--- src/lfc_pkg.sv ---
package lfc_pkg;

    localparam int NUM_RULES     = 2;
    localparam int RULE_REGS     = 2;
    localparam int RULE_LIMIT    = (NUM_RULES < RULE_REGS) ? NUM_RULES : RULE_REGS;

    localparam int RULE_W        = 56;
    localparam int CFG_INDEX_W   = 2;

    localparam logic [15:0] EAPOL_TYPE    = 16'h888E;
    localparam logic [15:0] IPV4_TYPE     = 16'h0800;
    localparam logic [7:0]  UDP_PROTO     = 8'd17;
    localparam logic [15:0] DHCP_SERVER   = 16'd67;
    localparam logic [15:0] DHCP_CLIENT   = 16'd68;
    localparam logic [7:0]  ETH_HDR_LEN   = 8'd14;
    localparam logic [7:0]  MIN_UDP_FRAME = 8'd42;
    localparam logic [3:0]  IHL_MIN       = 4'd5;
    localparam logic [7:0]  UDP_HDR_LEN   = 8'd8;
    localparam logic [7:0]  POS_TYPE_HI   = 8'd12;
    localparam logic [7:0]  POS_TYPE_LO   = 8'd13;
    localparam logic [7:0]  POS_IHL       = 8'd14;
    localparam logic [7:0]  POS_PROTO     = 8'd23;
    localparam logic [7:0]  COUNT_MAX     = 8'd255;

    typedef enum logic [CFG_INDEX_W-1:0] {
        CFG_BRIDGE_MODE = 2'd0,
        CFG_RULE_COUNT  = 2'd1,
        CFG_RULE_ZERO   = 2'd2,
        CFG_RULE_ONE    = 2'd3
    } cfg_index_t;

    typedef enum logic [1:0] {
        MODE_LOCAL  = 2'd0,
        MODE_BRIDGE = 2'd1,
        MODE_TEST   = 2'd2,
        MODE_SPARE  = 2'd3
    } bridge_mode_t;

    typedef struct packed {
        logic [15:0] ether_type;
        logic [7:0]  protocol;
        logic [15:0] port_low;
        logic [15:0] port_high;
    } rule_t;

    localparam rule_t RULE_ZERO_RESET = '{EAPOL_TYPE, 8'd0, 16'd0, 16'd0};
    localparam rule_t RULE_ONE_RESET  = '{IPV4_TYPE, UDP_PROTO, DHCP_SERVER, DHCP_CLIENT};

    typedef struct packed {
        logic [15:0] ether_type;
        logic [3:0]  header_words;
        logic [7:0]  ip_protocol;
        logic [15:0] source_port;
        logic [15:0] dest_port;
        logic [7:0]  length;
    } frame_t;

    typedef struct packed {
        logic   valid;
        frame_t frame;
    } match_req_t;

    typedef struct packed {
        bridge_mode_t mode;
        logic [1:0]   rule_count;
        rule_t        rule_zero;
        rule_t        rule_one;
    } cfg_t;

    function automatic logic [7:0] udp_offset(input logic [3:0] header_words);
        return ETH_HDR_LEN + {2'b00, header_words, 2'b00};
    endfunction

endpackage

--- src/lfc_cfg_regs.sv ---
module lfc_cfg_regs (
    input  logic                             aclk,
    input  logic                             aresetn,
    input  logic                             cfg_valid,
    output logic                             cfg_ready,
    input  logic [lfc_pkg::CFG_INDEX_W-1:0]  cfg_index,
    input  logic [lfc_pkg::RULE_W-1:0]       cfg_data,
    output lfc_pkg::cfg_t                    cfg
);
    import lfc_pkg::*;

    cfg_t cfg_reg;
    cfg_t cfg_next;

    assign cfg_ready = 1'b1;
    assign cfg       = cfg_reg;

    always_comb begin
        cfg_next = cfg_reg;
        if (cfg_valid) begin
            unique case (cfg_index_t'(cfg_index))
                CFG_BRIDGE_MODE: cfg_next.mode       = bridge_mode_t'(cfg_data[1:0]);
                CFG_RULE_COUNT:  cfg_next.rule_count = cfg_data[1:0];
                CFG_RULE_ZERO:   cfg_next.rule_zero  = rule_t'(cfg_data);
                CFG_RULE_ONE:    cfg_next.rule_one   = rule_t'(cfg_data);
                default:         cfg_next = cfg_reg;
            endcase
        end
    end

    always_ff @(posedge aclk) begin
        if (!aresetn) begin
            cfg_reg.mode       <= MODE_LOCAL;
            cfg_reg.rule_count <= 2'd2;
            cfg_reg.rule_zero  <= RULE_ZERO_RESET;
            cfg_reg.rule_one   <= RULE_ONE_RESET;
        end else begin
            cfg_reg <= cfg_next;
        end
    end

endmodule

--- src/lfc_parser.sv ---
module lfc_parser (
    input  logic                aclk,
    input  logic                aresetn,
    input  logic                s_valid,
    output logic                s_ready,
    input  logic [7:0]          s_frame_byte,
    input  logic                s_last_byte,
    input  logic                out_free,
    output lfc_pkg::match_req_t req
);
    import lfc_pkg::*;

    logic        in_valid_reg;
    logic [7:0]  in_byte_reg;
    logic        in_last_reg;
    logic        advance;

    logic [7:0]  count_reg;
    logic [15:0] ether_reg;
    logic [3:0]  hw_reg;
    logic [7:0]  proto_reg;
    logic [15:0] sport_reg;
    logic [15:0] dport_reg;

    frame_t      frame_next;
    logic [7:0]  udp_off;

    assign advance = in_valid_reg && (!in_last_reg || out_free);
    assign s_ready = !in_valid_reg || advance;
    assign udp_off = udp_offset(hw_reg);

    always_comb begin
        frame_next.ether_type   = ether_reg;
        frame_next.header_words = hw_reg;
        frame_next.ip_protocol  = proto_reg;
        frame_next.source_port  = sport_reg;
        frame_next.dest_port    = dport_reg;
        frame_next.length       = (count_reg == COUNT_MAX) ? COUNT_MAX : count_reg + 8'd1;
        unique case (count_reg)
            POS_TYPE_HI: begin
                frame_next.ether_type[15:8] = in_byte_reg;
            end
            POS_TYPE_LO: begin
                frame_next.ether_type[7:0] = in_byte_reg;
            end
            POS_IHL: begin
                frame_next.header_words = in_byte_reg[3:0];
            end
            POS_PROTO: begin
                frame_next.ip_protocol = in_byte_reg;
            end
            default: ;
        endcase
        if (count_reg > POS_IHL && hw_reg >= IHL_MIN) begin
            unique case (count_reg)
                udp_off: begin
                    frame_next.source_port[15:8] = in_byte_reg;
                end
                udp_off + 8'd1: begin
                    frame_next.source_port[7:0] = in_byte_reg;
                end
                udp_off + 8'd2: begin
                    frame_next.dest_port[15:8] = in_byte_reg;
                end
                udp_off + 8'd3: begin
                    frame_next.dest_port[7:0] = in_byte_reg;
                end
                default: ;
            endcase
        end
    end

    assign req.valid = advance && in_last_reg;
    assign req.frame = frame_next;

    always_ff @(posedge aclk) begin
        if (!aresetn) begin
            in_valid_reg <= 1'b0;
        end else if (s_valid && s_ready) begin
            in_valid_reg <= 1'b1;
        end else if (advance) begin
            in_valid_reg <= 1'b0;
        end
    end

    always_ff @(posedge aclk) begin
        if (s_valid && s_ready) begin
            in_byte_reg <= s_frame_byte;
            in_last_reg <= s_last_byte;
        end
    end

    always_ff @(posedge aclk) begin
        if (!aresetn) begin
            count_reg <= '0;
            ether_reg <= '0;
            hw_reg    <= '0;
            proto_reg <= '0;
            sport_reg <= '0;
            dport_reg <= '0;
        end else if (advance) begin
            if (in_last_reg) begin
                count_reg <= '0;
                ether_reg <= '0;
                hw_reg    <= '0;
                proto_reg <= '0;
                sport_reg <= '0;
                dport_reg <= '0;
            end else begin
                count_reg <= frame_next.length;
                ether_reg <= frame_next.ether_type;
                hw_reg    <= frame_next.header_words;
                proto_reg <= frame_next.ip_protocol;
                sport_reg <= frame_next.source_port;
                dport_reg <= frame_next.dest_port;
            end
        end
    end

`ifndef NO_ASSERTIONS
    a_clear_after_last: assert property (@(posedge aclk) disable iff (!aresetn)
        advance && in_last_reg |=> count_reg == '0 && ether_reg == '0)
        else $error("frame state not cleared after last byte");
    a_count_saturates: assert property (@(posedge aclk) disable iff (!aresetn)
        count_reg == COUNT_MAX |=> count_reg == COUNT_MAX || count_reg == '0)
        else $error("byte counter wrapped");
`endif

endmodule

--- src/lfc_route.sv ---
module lfc_route (
    input  logic                aclk,
    input  logic                aresetn,
    input  lfc_pkg::cfg_t       cfg,
    input  lfc_pkg::match_req_t req,
    output logic                out_free,
    output logic                m_valid,
    input  logic                m_ready,
    output logic                m_send_to_host,
    output logic                m_send_to_local,
    output logic                m_rule_hit
);
    import lfc_pkg::*;

    logic       m_valid_reg;
    logic       host_reg;
    logic       local_reg;
    logic       hit_reg;
    logic       host_next;
    logic       local_next;
    logic       hit_next;
    logic [1:0] active;
    rule_t      rules [RULE_REGS];

    function automatic logic rule_matches(input rule_t r, input frame_t f);
        logic ports_ok;
        logic [7:0] udp_end;
        udp_end  = udp_offset(f.header_words) + UDP_HDR_LEN;
        ports_ok = (f.source_port >= r.port_low && f.source_port <= r.port_high) ||
                   (f.dest_port >= r.port_low && f.dest_port <= r.port_high);
        if (f.ether_type != r.ether_type) begin
            return 1'b0;
        end
        if (r.protocol == 8'd0) begin
            return 1'b1;
        end
        return f.length >= MIN_UDP_FRAME && f.ip_protocol == r.protocol &&
               f.header_words >= IHL_MIN && f.length >= udp_end && ports_ok;
    endfunction

    assign rules[0] = cfg.rule_zero;
    assign rules[1] = cfg.rule_one;
    assign active   = (cfg.rule_count > 2'(RULE_LIMIT)) ? 2'(RULE_LIMIT) : cfg.rule_count;
    assign out_free = !m_valid_reg || m_ready;

    always_comb begin
        hit_next = 1'b0;
        if (req.frame.length >= ETH_HDR_LEN) begin
            for (int i = 0; i < RULE_REGS; i++) begin
                if (2'(i) < active && rule_matches(rules[i], req.frame)) begin
                    hit_next = 1'b1;
                end
            end
        end
        unique case (cfg.mode)
            MODE_BRIDGE: begin
                host_next  = !hit_next;
                local_next = hit_next;
            end
            MODE_TEST: begin
                host_next  = !hit_next;
                local_next = 1'b1;
            end
            default: begin
                host_next  = 1'b0;
                local_next = 1'b1;
            end
        endcase
    end

    always_ff @(posedge aclk) begin
        if (!aresetn) begin
            m_valid_reg <= 1'b0;
        end else if (req.valid) begin
            m_valid_reg <= 1'b1;
        end else if (m_ready) begin
            m_valid_reg <= 1'b0;
        end
    end

    always_ff @(posedge aclk) begin
        if (req.valid) begin
            host_reg  <= host_next;
            local_reg <= local_next;
            hit_reg   <= hit_next;
        end
    end

    assign m_valid         = m_valid_reg;
    assign m_send_to_host  = host_reg;
    assign m_send_to_local = local_reg;
    assign m_rule_hit      = hit_reg;

`ifndef NO_ASSERTIONS
    a_load_only_when_free: assert property (@(posedge aclk) disable iff (!aresetn)
        req.valid |-> out_free)
        else $error("result overwritten before transfer");
    a_host_means_miss: assert property (@(posedge aclk) disable iff (!aresetn)
        m_valid_reg && host_reg |-> !hit_reg)
        else $error("hit frame routed to host");
    a_some_route: assert property (@(posedge aclk) disable iff (!aresetn)
        m_valid_reg |-> host_reg || local_reg)
        else $error("frame routed nowhere");
`endif

endmodule

--- src/ethernet_local_frame_classifier_unit.sv ---
// Ethernet local-frame classifier.
//
// s_ channel: one frame byte per transfer (s_frame_byte), starting at the
// destination address; s_last_byte marks the final byte. Bytes are taken at
// one per cycle, back to back, with no gap between frames, except while a
// last byte waits for the result register. m_ channel: one result per frame
// (m_send_to_host, m_send_to_local, m_rule_hit), transferred at the earliest
// once the last byte has passed the input register and the result register.
// cfg_ channel: register writes by index (bridge mode, rule count, two
// rules), always ready; write only while no frame is in flight.
// Reset clears the frame parser, empties both registers and restores the
// default mode and rules.
// When the receiver stalls, the result is held; the following frame's bytes
// keep flowing until its own last byte reaches the input register, which
// then holds until the result register is free.
module ethernet_local_frame_classifier_unit (
    input  logic                            aclk,
    input  logic                            aresetn,
    input  logic                            s_valid,
    output logic                            s_ready,
    input  logic [7:0]                      s_frame_byte,
    input  logic                            s_last_byte,
    output logic                            m_valid,
    input  logic                            m_ready,
    output logic                            m_send_to_host,
    output logic                            m_send_to_local,
    output logic                            m_rule_hit,
    input  logic                            cfg_valid,
    output logic                            cfg_ready,
    input  logic [lfc_pkg::CFG_INDEX_W-1:0] cfg_index,
    input  logic [lfc_pkg::RULE_W-1:0]      cfg_data
);
    import lfc_pkg::*;

    cfg_t       cfg;
    match_req_t req;
    logic       out_free;

    lfc_cfg_regs u_cfg (
        .aclk      (aclk),
        .aresetn   (aresetn),
        .cfg_valid (cfg_valid),
        .cfg_ready (cfg_ready),
        .cfg_index (cfg_index),
        .cfg_data  (cfg_data),
        .cfg       (cfg)
    );

    lfc_parser u_parser (
        .aclk         (aclk),
        .aresetn      (aresetn),
        .s_valid      (s_valid),
        .s_ready      (s_ready),
        .s_frame_byte (s_frame_byte),
        .s_last_byte  (s_last_byte),
        .out_free     (out_free),
        .req          (req)
    );

    lfc_route u_route (
        .aclk            (aclk),
        .aresetn         (aresetn),
        .cfg             (cfg),
        .req             (req),
        .out_free        (out_free),
        .m_valid         (m_valid),
        .m_ready         (m_ready),
        .m_send_to_host  (m_send_to_host),
        .m_send_to_local (m_send_to_local),
        .m_rule_hit      (m_rule_hit)
    );

endmodule
--- config.mk ---
export PLATFORM = sky130hd
export DESIGN_NAME = ethernet_local_frame_classifier_unit
export DESIGN_NICKNAME = d
export VERILOG_FILES = /design/src/lfc_pkg.sv /design/src/lfc_cfg_regs.sv /design/src/lfc_parser.sv /design/src/lfc_route.sv /design/src/ethernet_local_frame_classifier_unit.sv
export SDC_FILE = /design/constraint.sdc
export NUM_CORES = 1
export LEC_CHECK = 0
export ABC_AREA = 1
export BUFFER_PORTS_ARGS = -buffer_cell sky130_fd_sc_hd__buf_4
export CAP_MARGIN = 5
export CORE_MARGIN = 3
export CORE_UTILIZATION = 50
export DETAILED_ROUTE_END_ITERATION = 10
export GPL_ROUTABILITY_DRIVEN = 0
export HOLD_SLACK_MARGIN = 0.05
export MAX_ROUTING_LAYER = met4
export PLACE_DENSITY = 0.77
export SYNTH_ARGS = -nofsm -noshare
export SYNTH_HDL_FRONTEND = slang
export SYNTH_SLANG_ARGS = --single-unit
export TNS_END_PERCENT = 20
--- constraint.sdc ---
create_clock -name aclk -period 3.9 [get_ports aclk]
set_input_delay 0.585 -clock aclk [delete_from_list [all_inputs] [get_ports aclk]]
set_output_delay 0.585 -clock aclk [all_outputs]
set_load 0.05 [all_outputs]
==> results of run 1 <==
## cell usage in the layout, fill, tap and decap left out, types with 6 or more instances in the layout
| master | synthesis | final |
|---|---|---|
| a21oi_1 | 243 | 241 |
| and2_4 | 0 | 8 |
| buf_4 | 6 | 110 |
| clkbuf_16 | 0 | 17 |
| dfxtp_1 | 186 | 184 |
| edfxtp_1 | 12 | 12 |
| ha_1 | 144 | 144 |
| inv_1 | 190 | 188 |
| inv_2 | 8 | 10 |
| nand2_1 | 477 | 473 |
| nand3_1 | 108 | 106 |
| nand3b_1 | 13 | 13 |
| nand4_1 | 21 | 21 |
| nor2_1 | 113 | 108 |
| nor2_4 | 2 | 8 |
| o211ai_1 | 6 | 6 |
| o21a_1 | 9 | 9 |
| o21ai_0 | 148 | 140 |
| o21ai_1 | 11 | 16 |
| o21ai_2 | 12 | 13 |
| o21bai_1 | 7 | 6 |
| o21bai_2 | 6 | 7 |
| xor2_1 | 9 | 7 |
## cell families (layout without fill, tap and decap cells)
| group | Yosys count | in the layout | share of synthesized area [%] |
|---|---|---|---|
| XOR/XNOR | 12 | 12 | 0.827 |
| buffers and inverters | 268 | 344 | 8.30 |
| AO/OA/AOI/OAI | 443 | 443 | 18.6 |
| adder cells (fa/ha/maj) | 144 | 144 | 14.2 |
| other | 1 | 1 | 0.0295 |
| AND/OR/NAND/NOR | 778 | 778 | 26.0 |
| flip-flops | 198 | 198 | 32.1 |
## metal layers
metal  global-route usage (%)  share of wire, %
met2                     42.6                45
met5                        -                 0
met4                     9.79               3.3
met1                     36.3                43
met3                     4.61               8.1
## final timing paths
check                                              end  slack [ps]  cells past startpoint
setup / recovery  u_route.m_send_to_host$_SDFFCE_PN0P_         180                     27
hold / removal       u_parser.in_byte_reg[3]$_DFFE_PP_         330                      1
hold reg to reg     u_parser.ether_reg[3]$_SDFFE_PN0P_         460                      2
setup reg to reg  u_route.m_send_to_host$_SDFFCE_PN0P_         180                     27
## metrics by stage
stage	hold slack (ps)	TNS, ps	util (%)
finish	326	0	58.7
global route	303	-94.3	58.7
CTS	320	-7.88	57.8
detailed placement	450	-57.9	55.4
global placement	446	-3.65	55.4
floorplan	433	0	-
## where the power goes
group,total (uW),leakage (uW),switching [uW],internal [uW]
clock,1800,0.000280,843,958
sequential,2150,0.00163,38.9,2110
combinational,589,0.00478,384,206
total,4540,0.00668,1270,3270
## cell usage after synthesis (all sizes together)
master   number  area (um^2)
buf          22          131
nand4        21          131
xnor2         3         26.3
nor4          5         31.3
nand2       482         1840
o21bai       13          120
xor2          9         78.8
and2          9         56.3
nand3       111          571
edfxtp       12          360
inv         198          743
o21a          9         67.6
nor3b         1         7.51
nor2        119          472
clkbuf       48          180
nand3b       13         97.6
conb          1         3.75
and3          1         6.26
nor3          9         45.0
a21oi       243         1220
o2111ai       1         15.0
or3b          1         8.76
ha          144         1800
o211ai        6         45.0
or2           6         37.5
dfxtp       186         3720
o21ai       171          901
## critical path: stages (launching register included)
cell	delay (ps)
dfxtp_2	350
inv_1	70
ha_1	210
inv_1	80
nand2_1	80
nand2_1	100
nor2_1	50
nor4_1	210
and2_1	210
buf_4	130
nand2_4	110
nand2_1	80
o21ai_0	70
buf_4	190
ha_1	300
nand2_1	100
nor2_2	240
nand2_1	80
nand2_1	110
nand2_1	70
nand3_1	60
nand2_1	60
nand2_1	100
nand3_1	80
nand2_1	90
nand2_1	60
nand2_1	80
a21oi_1	60
## layout make-up
type	instances	area share (%)
Sequential cell	198	28.2
Inverter	198	5.13
Clock inverter	13	0.993
Timing Repair Buffer	114	6.13
Multi-Input combinational cell	1378	53.8
Tap cell	324	2.80
Clock buffer	19	2.99
## timing repair
| action | 4_1_cts | 5_1_grt |
|---|---|---|
| pin swaps | 0 | 15 |
| gates resized for setup | 4 | 61 |
| gates cloned | 0 | 0 |
| setup endpoints to repair | 3 | 3 |
| setup buffers | 0 | 4 |
| hold buffers | 0 | 0 |
==> impl_results.md, run 1 <==
- CTS H-tree depth: 4
- CTS max path bufs: 2
- Post-place instance area: between 10000 and 15000 um^2
- Origin of the worst setup path: u_parser.hw_reg[1]$_SDFFE_PN0P_
- Final setup fails: 0
- Max reg flops: between 100 and 150
- Net Count, Synth: just over 2000
- Synth cell types: 40
- Multi-input gate area: between 7000 and 8000 um^2
- Final wirelength: 36.7 mm
- Chip height: between 150 and 200 um
- Critical Path Sink Type: flop
- Nets: between 2000 and 2500
- Crit path DAT: roughly 4000 ps
- Max VDD drop: 337 uV
- Cells after Synth: 1844
- Cell Pwr Density: between 300 and 400 nW/um^2
- Register bit total from synthesis: between 150 and 200
- Worst r2r src: u_parser.hw_reg[1]$_SDFFE_PN0P_
- Fin crit share: a little over nine tenths
- Row Count: between 50 and 60
- Placed insts: approximately 2200
- Final min period: approximately 3700 ps
- Routed length per instance: roughly 16 um
- Via/cell ratio: 5.65
- Post-synthesis sequential area ratio: 32.1%
- First-pass GRT wire length: a little under 60 mm
- Initial antenna violation count: 0
- Placed wire-length estimate: ~27 mm
- Max frequency: ~270 MHz
- First-pass DRT Iterations: 7
- Post-synthesis average cell area: 6.90 um^2
- Fillers: 2277
- WP data required: 4090 ps
- FF+latch area: 4090 um^2
- Critical path launch point type: flop
- CTS tree: yes
- Share of layout cells above drive strength 1: between 10% and 20%
- Worst hold path class: primary input to flop
- Inserted Diodes: 0
- Place WS: -57.9 ps
- Non-filler cells, final: about 2200
- Die ar.: 27400 um^2
- Hold Startpoint: s_frame_byte[3]
- Final Max Tran Viols: 0
- Crit Path Category: flop to flop
- Final antenna-violating net count: 0
- Clk_skew: between 8 and 9 ps
- Leakage: approximately 0.0067 uW
- Max-cap check violation count: 0
- P&R area growth vs syn: 14.0%
- Ports: 78
- Root Driver: clkbuf_16
- Vias in the first global route: between 10000 and 15000
- Initial cell density of the core: between 50% and 60%
- YS warnings: 0
- Port bufs: 76
- # DRC: 0
- Fin area: 14500 um^2
- Starting DRC count in detailed routing: roughly 1200
- Inserted Clock Buffers: 17
- Min setup slack post-route: approximately 180 ps
- Clk Latency, worst-skew pair: between 400 and 500 ps
- Worst Path Max Fanout: 16
- Hold Vio Cnt, Final: 0
- Total global-route track usage: 27.5%
- Die X: around 170 um
- Outcome: completed
- Core footprint: about 25000 um^2
- Slew margin rel.: slightly below 40%
- Sink Count: 198
- Vias: 12700
- Largest net degree at the start of global routing: 112
- GR Overflow Total: 0
- Worst Max-Slew Pin Slew: 918 ps
- Cell Area, Synth: 12700 um^2
- Clock transition at path regs: 70 ps
- Pwr Total: approximately 4500 uW
Note: power is estimated with default switching activity, not from simulation.
==> inputs of run 2 (changes only) <==
--- a/config.mk
+++ b/config.mk
@@ -10,11 +10,12 @@
 export CAP_MARGIN = 5
 export CORE_MARGIN = 3
 export CORE_UTILIZATION = 50
+export CTS_CLUSTER_SIZE = 8
 export DETAILED_ROUTE_END_ITERATION = 10
 export GPL_ROUTABILITY_DRIVEN = 0
 export HOLD_SLACK_MARGIN = 0.05
 export MAX_ROUTING_LAYER = met4
-export PLACE_DENSITY = 0.77
+export PLACE_DENSITY = 0.79
 export SYNTH_ARGS = -nofsm -noshare
 export SYNTH_HDL_FRONTEND = slang
 export SYNTH_SLANG_ARGS = --single-unit
==> constraint.sdc (replaced) <==
create_clock -name aclk -period 3.1 [get_ports aclk]
set_input_delay 0.465 -clock aclk [delete_from_list [all_inputs] [get_ports aclk]]
set_output_delay 0.465 -clock aclk [all_outputs]
set_load 0.05 [all_outputs]
==> run 2 against run 1 <==
- the run now ends with negative setup slack left
- sequential share of layout area fell by 1.7 points
- design area rose by 6.4%
- global-route usage rose by 0.57 points
- total power rose by 25%
- clock skew rose by 1.6 ps
- worst hold slack got worse by 140 ps
- clock power rose by 22%
- sequential cell count did not move
- largest cell class unchanged
- largest power group unchanged
- highest routed layer unchanged
==> impl_results.md, run 2 (synthesis results as in run 1) <==
- Outcome: complete, but fails checks (was completed)
- Failing checks: negative setup slack
- First-pass DRT Iterations: 6 (was 7)
- Placed wire-length estimate: 27.6 mm (was 27.1 mm)
- Max-cap check violation count: 0 (unchanged)
- Initial cell density of the core: 51.5% (unchanged)
- Clk Latency, worst-skew pair: 450 ps (was 440 ps)
- Worst Max-Slew Pin Slew: 773 ps (was 918 ps)
- P_int: 4010 uW (was 3270 uW)
- CP max-delay cell: dfxtp_4 (was dfxtp_2)
- Die ar.: 27400 um^2 (unchanged)
- Cell Pwr Density: 369 nW/um^2 (was 313 nW/um^2)
- Root Driver: clkbuf_16 (unchanged)
- Ports: 78 (unchanged)
- Logic pwr share: 13.8% (was 13.0%)
- Worst Path Max Fanout: 8 (was 16)
- Total global-route track usage: 28.0% (was 27.5%)
- Sink Count: 198 (unchanged)
- CTS H-tree depth: 4 (unchanged)
- Most frequent cells in the layout: 454 x nand2_1, 238 x a21oi_1, 185 x inv_1 (was 473 x nand2_1, 241 x a21oi_1, 188 x inv_1)
- Chip height: 165 um (unchanged)
- Final antenna-violating net count: 0 (unchanged)
- Via/cell ratio: 5.71 (was 5.65)
- Share of layout cells above drive strength 1: 17.5% (was 11.8%)
- Switching share of power: 29.5% (was 27.9%)
- Worst hold path class: primary input to flop (unchanged)
- First-pass GRT wire length: 59.6 mm (was 58.5 mm)
- Final Max Tran Viols: 0 (unchanged)
- Initial antenna violation count: 0 (unchanged)
- Largest net degree at the start of global routing: 70 (was 112)
- Starting DRC count in detailed routing: 1348 (was 1190)
- Pwr Total: 5690 uW (was 4540 uW)
- R2R setup slack: -660 ps (was 180 ps)
- Max VDD drop: 351 uV (was 337 uV)
- Cts hold-fix bufs: 0 (unchanged)
- Commonest non-fill, non-tap cell in the layout: nand2_1 (unchanged)
- Slew margin rel.: 48.4% (was 38.8%)
- Min setup slack post-route: -664 ps (was 184 ps)
- Vias: 13200 (was 12700)
- Vias in the first global route: 12300 (was 11800)
- Fin crit share: 121% (was 95.3%)
- Max reg flops: 116 (unchanged)
- CTS tree: yes (unchanged)
- Setup_tns: -1850 ps (was 0 ps)
- Crit Path Category: flop to flop (unchanged)
- Crit path DAT: 3970 ps (was 3900 ps)
- Max frequency: 266 MHz (was 269 MHz)
- Nets: 2198 (was 2123)
- Clk pwr share: 38.7% (was 39.7%)
- Final wirelength: 39.2 mm (was 36.7 mm)
- P&R area growth vs syn: 21.3% (was 14.0%)
- Cell mode on critical path: nand2_1 (unchanged)
- Final min period: 3760 ps (was 3720 ps)
- WP data required: 3310 ps (was 4090 ps)
- Inserted Diodes: 0 (unchanged)
- Clock transition at path regs: 80 ps (was 70 ps)
- Core footprint: 24700 um^2 (unchanged)
- NetSw: 1680 uW (was 1270 uW)
- Routed length per instance: 16.9 um (was 16.3 um)
- Critical path launch point type: flop (unchanged)
- Worst path max stage delay: 350 ps (about the same)
- Leakage: 0.00713 uW (was 0.00668 uW)
- Row Count: 57 (unchanged)
- Inserted Clock Buffers: 17 (unchanged)
- GR Overflow Total: 0 (unchanged)
- Flop pwr share: 47.5% (was 47.3%)
- Final setup fails: 3 (was 0)
- # DRC: 0 (unchanged)
- CTS max path bufs: 2 (unchanged)
- Place WS: -762 ps (was -57.9 ps)
- Hold Vio Cnt, Final: 0 (unchanged)
- Port bufs: 76 (unchanged)
- Critical Path Sink Type: flop (unchanged)
- RSZ-0062 raised after global routing: yes
- Die X: 165 um (unchanged)
- Clk_skew: 10.2 ps (was 8.56 ps)
-- run 2: cell count changes in the layout (fill, tap and decap cells not counted), moves of 5 or more --
cell / previous run / this run
buf_4: 110 / 176
nand2_1: 473 / 454
ha_1: 144 / 128
nand2_2: 4 / 19
ha_4: 0 / 14
o21ai_0: 140 / 130
o21ai_4: 2 / 8
buf_6: 2 / 7
nand2_4: 4 / 9
-- run 2: power groups by stage --
stage	clock [uW]	sequential [uW]	combinational, uW
floorplan	0	2750	440
global placement	0	2760	700
detailed placement	0	2760	720
CTS	2200	2700	748
global route	2310	2710	860
finish	2200	2700	785
-- run 2: layout make-up --
| type | instances | area [um^2] |
|---|---|---|
| Fill cell | 2170 | 9250 |
| Multi-Input combinational cell | 1379 | 8110 |
| Sequential cell | 198 | 4090 |
| Timing Repair Buffer | 188 | 1510 |
| Inverter | 198 | 746 |
| Clock buffer | 18 | 429 |
| Tap cell | 324 | 405 |
| Clock inverter | 14 | 134 |
-- run 2: path summary, 6_finish.rpt --
| path | from | end | cells past startpoint |
|---|---|---|---|
| hold / removal | s_last_byte | u_parser.in_last_reg$_DFFE_PP_ | 1 |
| setup / recovery | u_parser.hw_reg[0]$_SDFFE_PN0P_ | u_route.m_send_to_local$_SDFFCE_PP1P_ | 27 |
| setup reg to reg | u_parser.hw_reg[0]$_SDFFE_PN0P_ | u_route.m_send_to_local$_SDFFCE_PP1P_ | 27 |
| hold reg to reg | u_parser.dport_reg[5]$_SDFFE_PN0P_ | u_parser.dport_reg[5]$_SDFFE_PN0P_ | 2 |
-- run 2: through the flow --
stage / instances / utilization (%) / hold WS, ps / cell area (um^2)
finish: 2319 / 62.5 / 188 / 15400
global route: 2319 / 62.5 / 177 / 15400
CTS: 2311 / 61.2 / 182 / 15100
detailed placement: 2272 / 57.7 / 450 / 14200
global placement: 2272 / 57.7 / 446 / 14200
floorplan: 1844 / - / 433 / 12800
-- run 2: critical path, delay by kind of cell, from the launching register on --
kind | cells | cell delay (ps)
flops | 1 | 350
simple gates | 18 | 1520
buf+inv | 3 | 340
fa+ha+maj | 1 | 190
xor+xnor | 2 | 300
compound gates | 3 | 800
-- run 2: repair_timing --
item,CTS,global route
pin swaps,25,41
setup buffers,7,6
cloned,0,2
endpoints found under the setup margin,3,3
resized for setup,60,54
-- run 2: layer usage --
metal | up-vias | track usage, % | routed length, um
li1 | 6398 | - | -
met5 | - | - | 0
met3 | 157 | 4.61 | 3180
met2 | 608 | 45.7 | 18400
met4 | 0 | 13.3 | 1840
met1 | 6074 | 33.9 | 15800
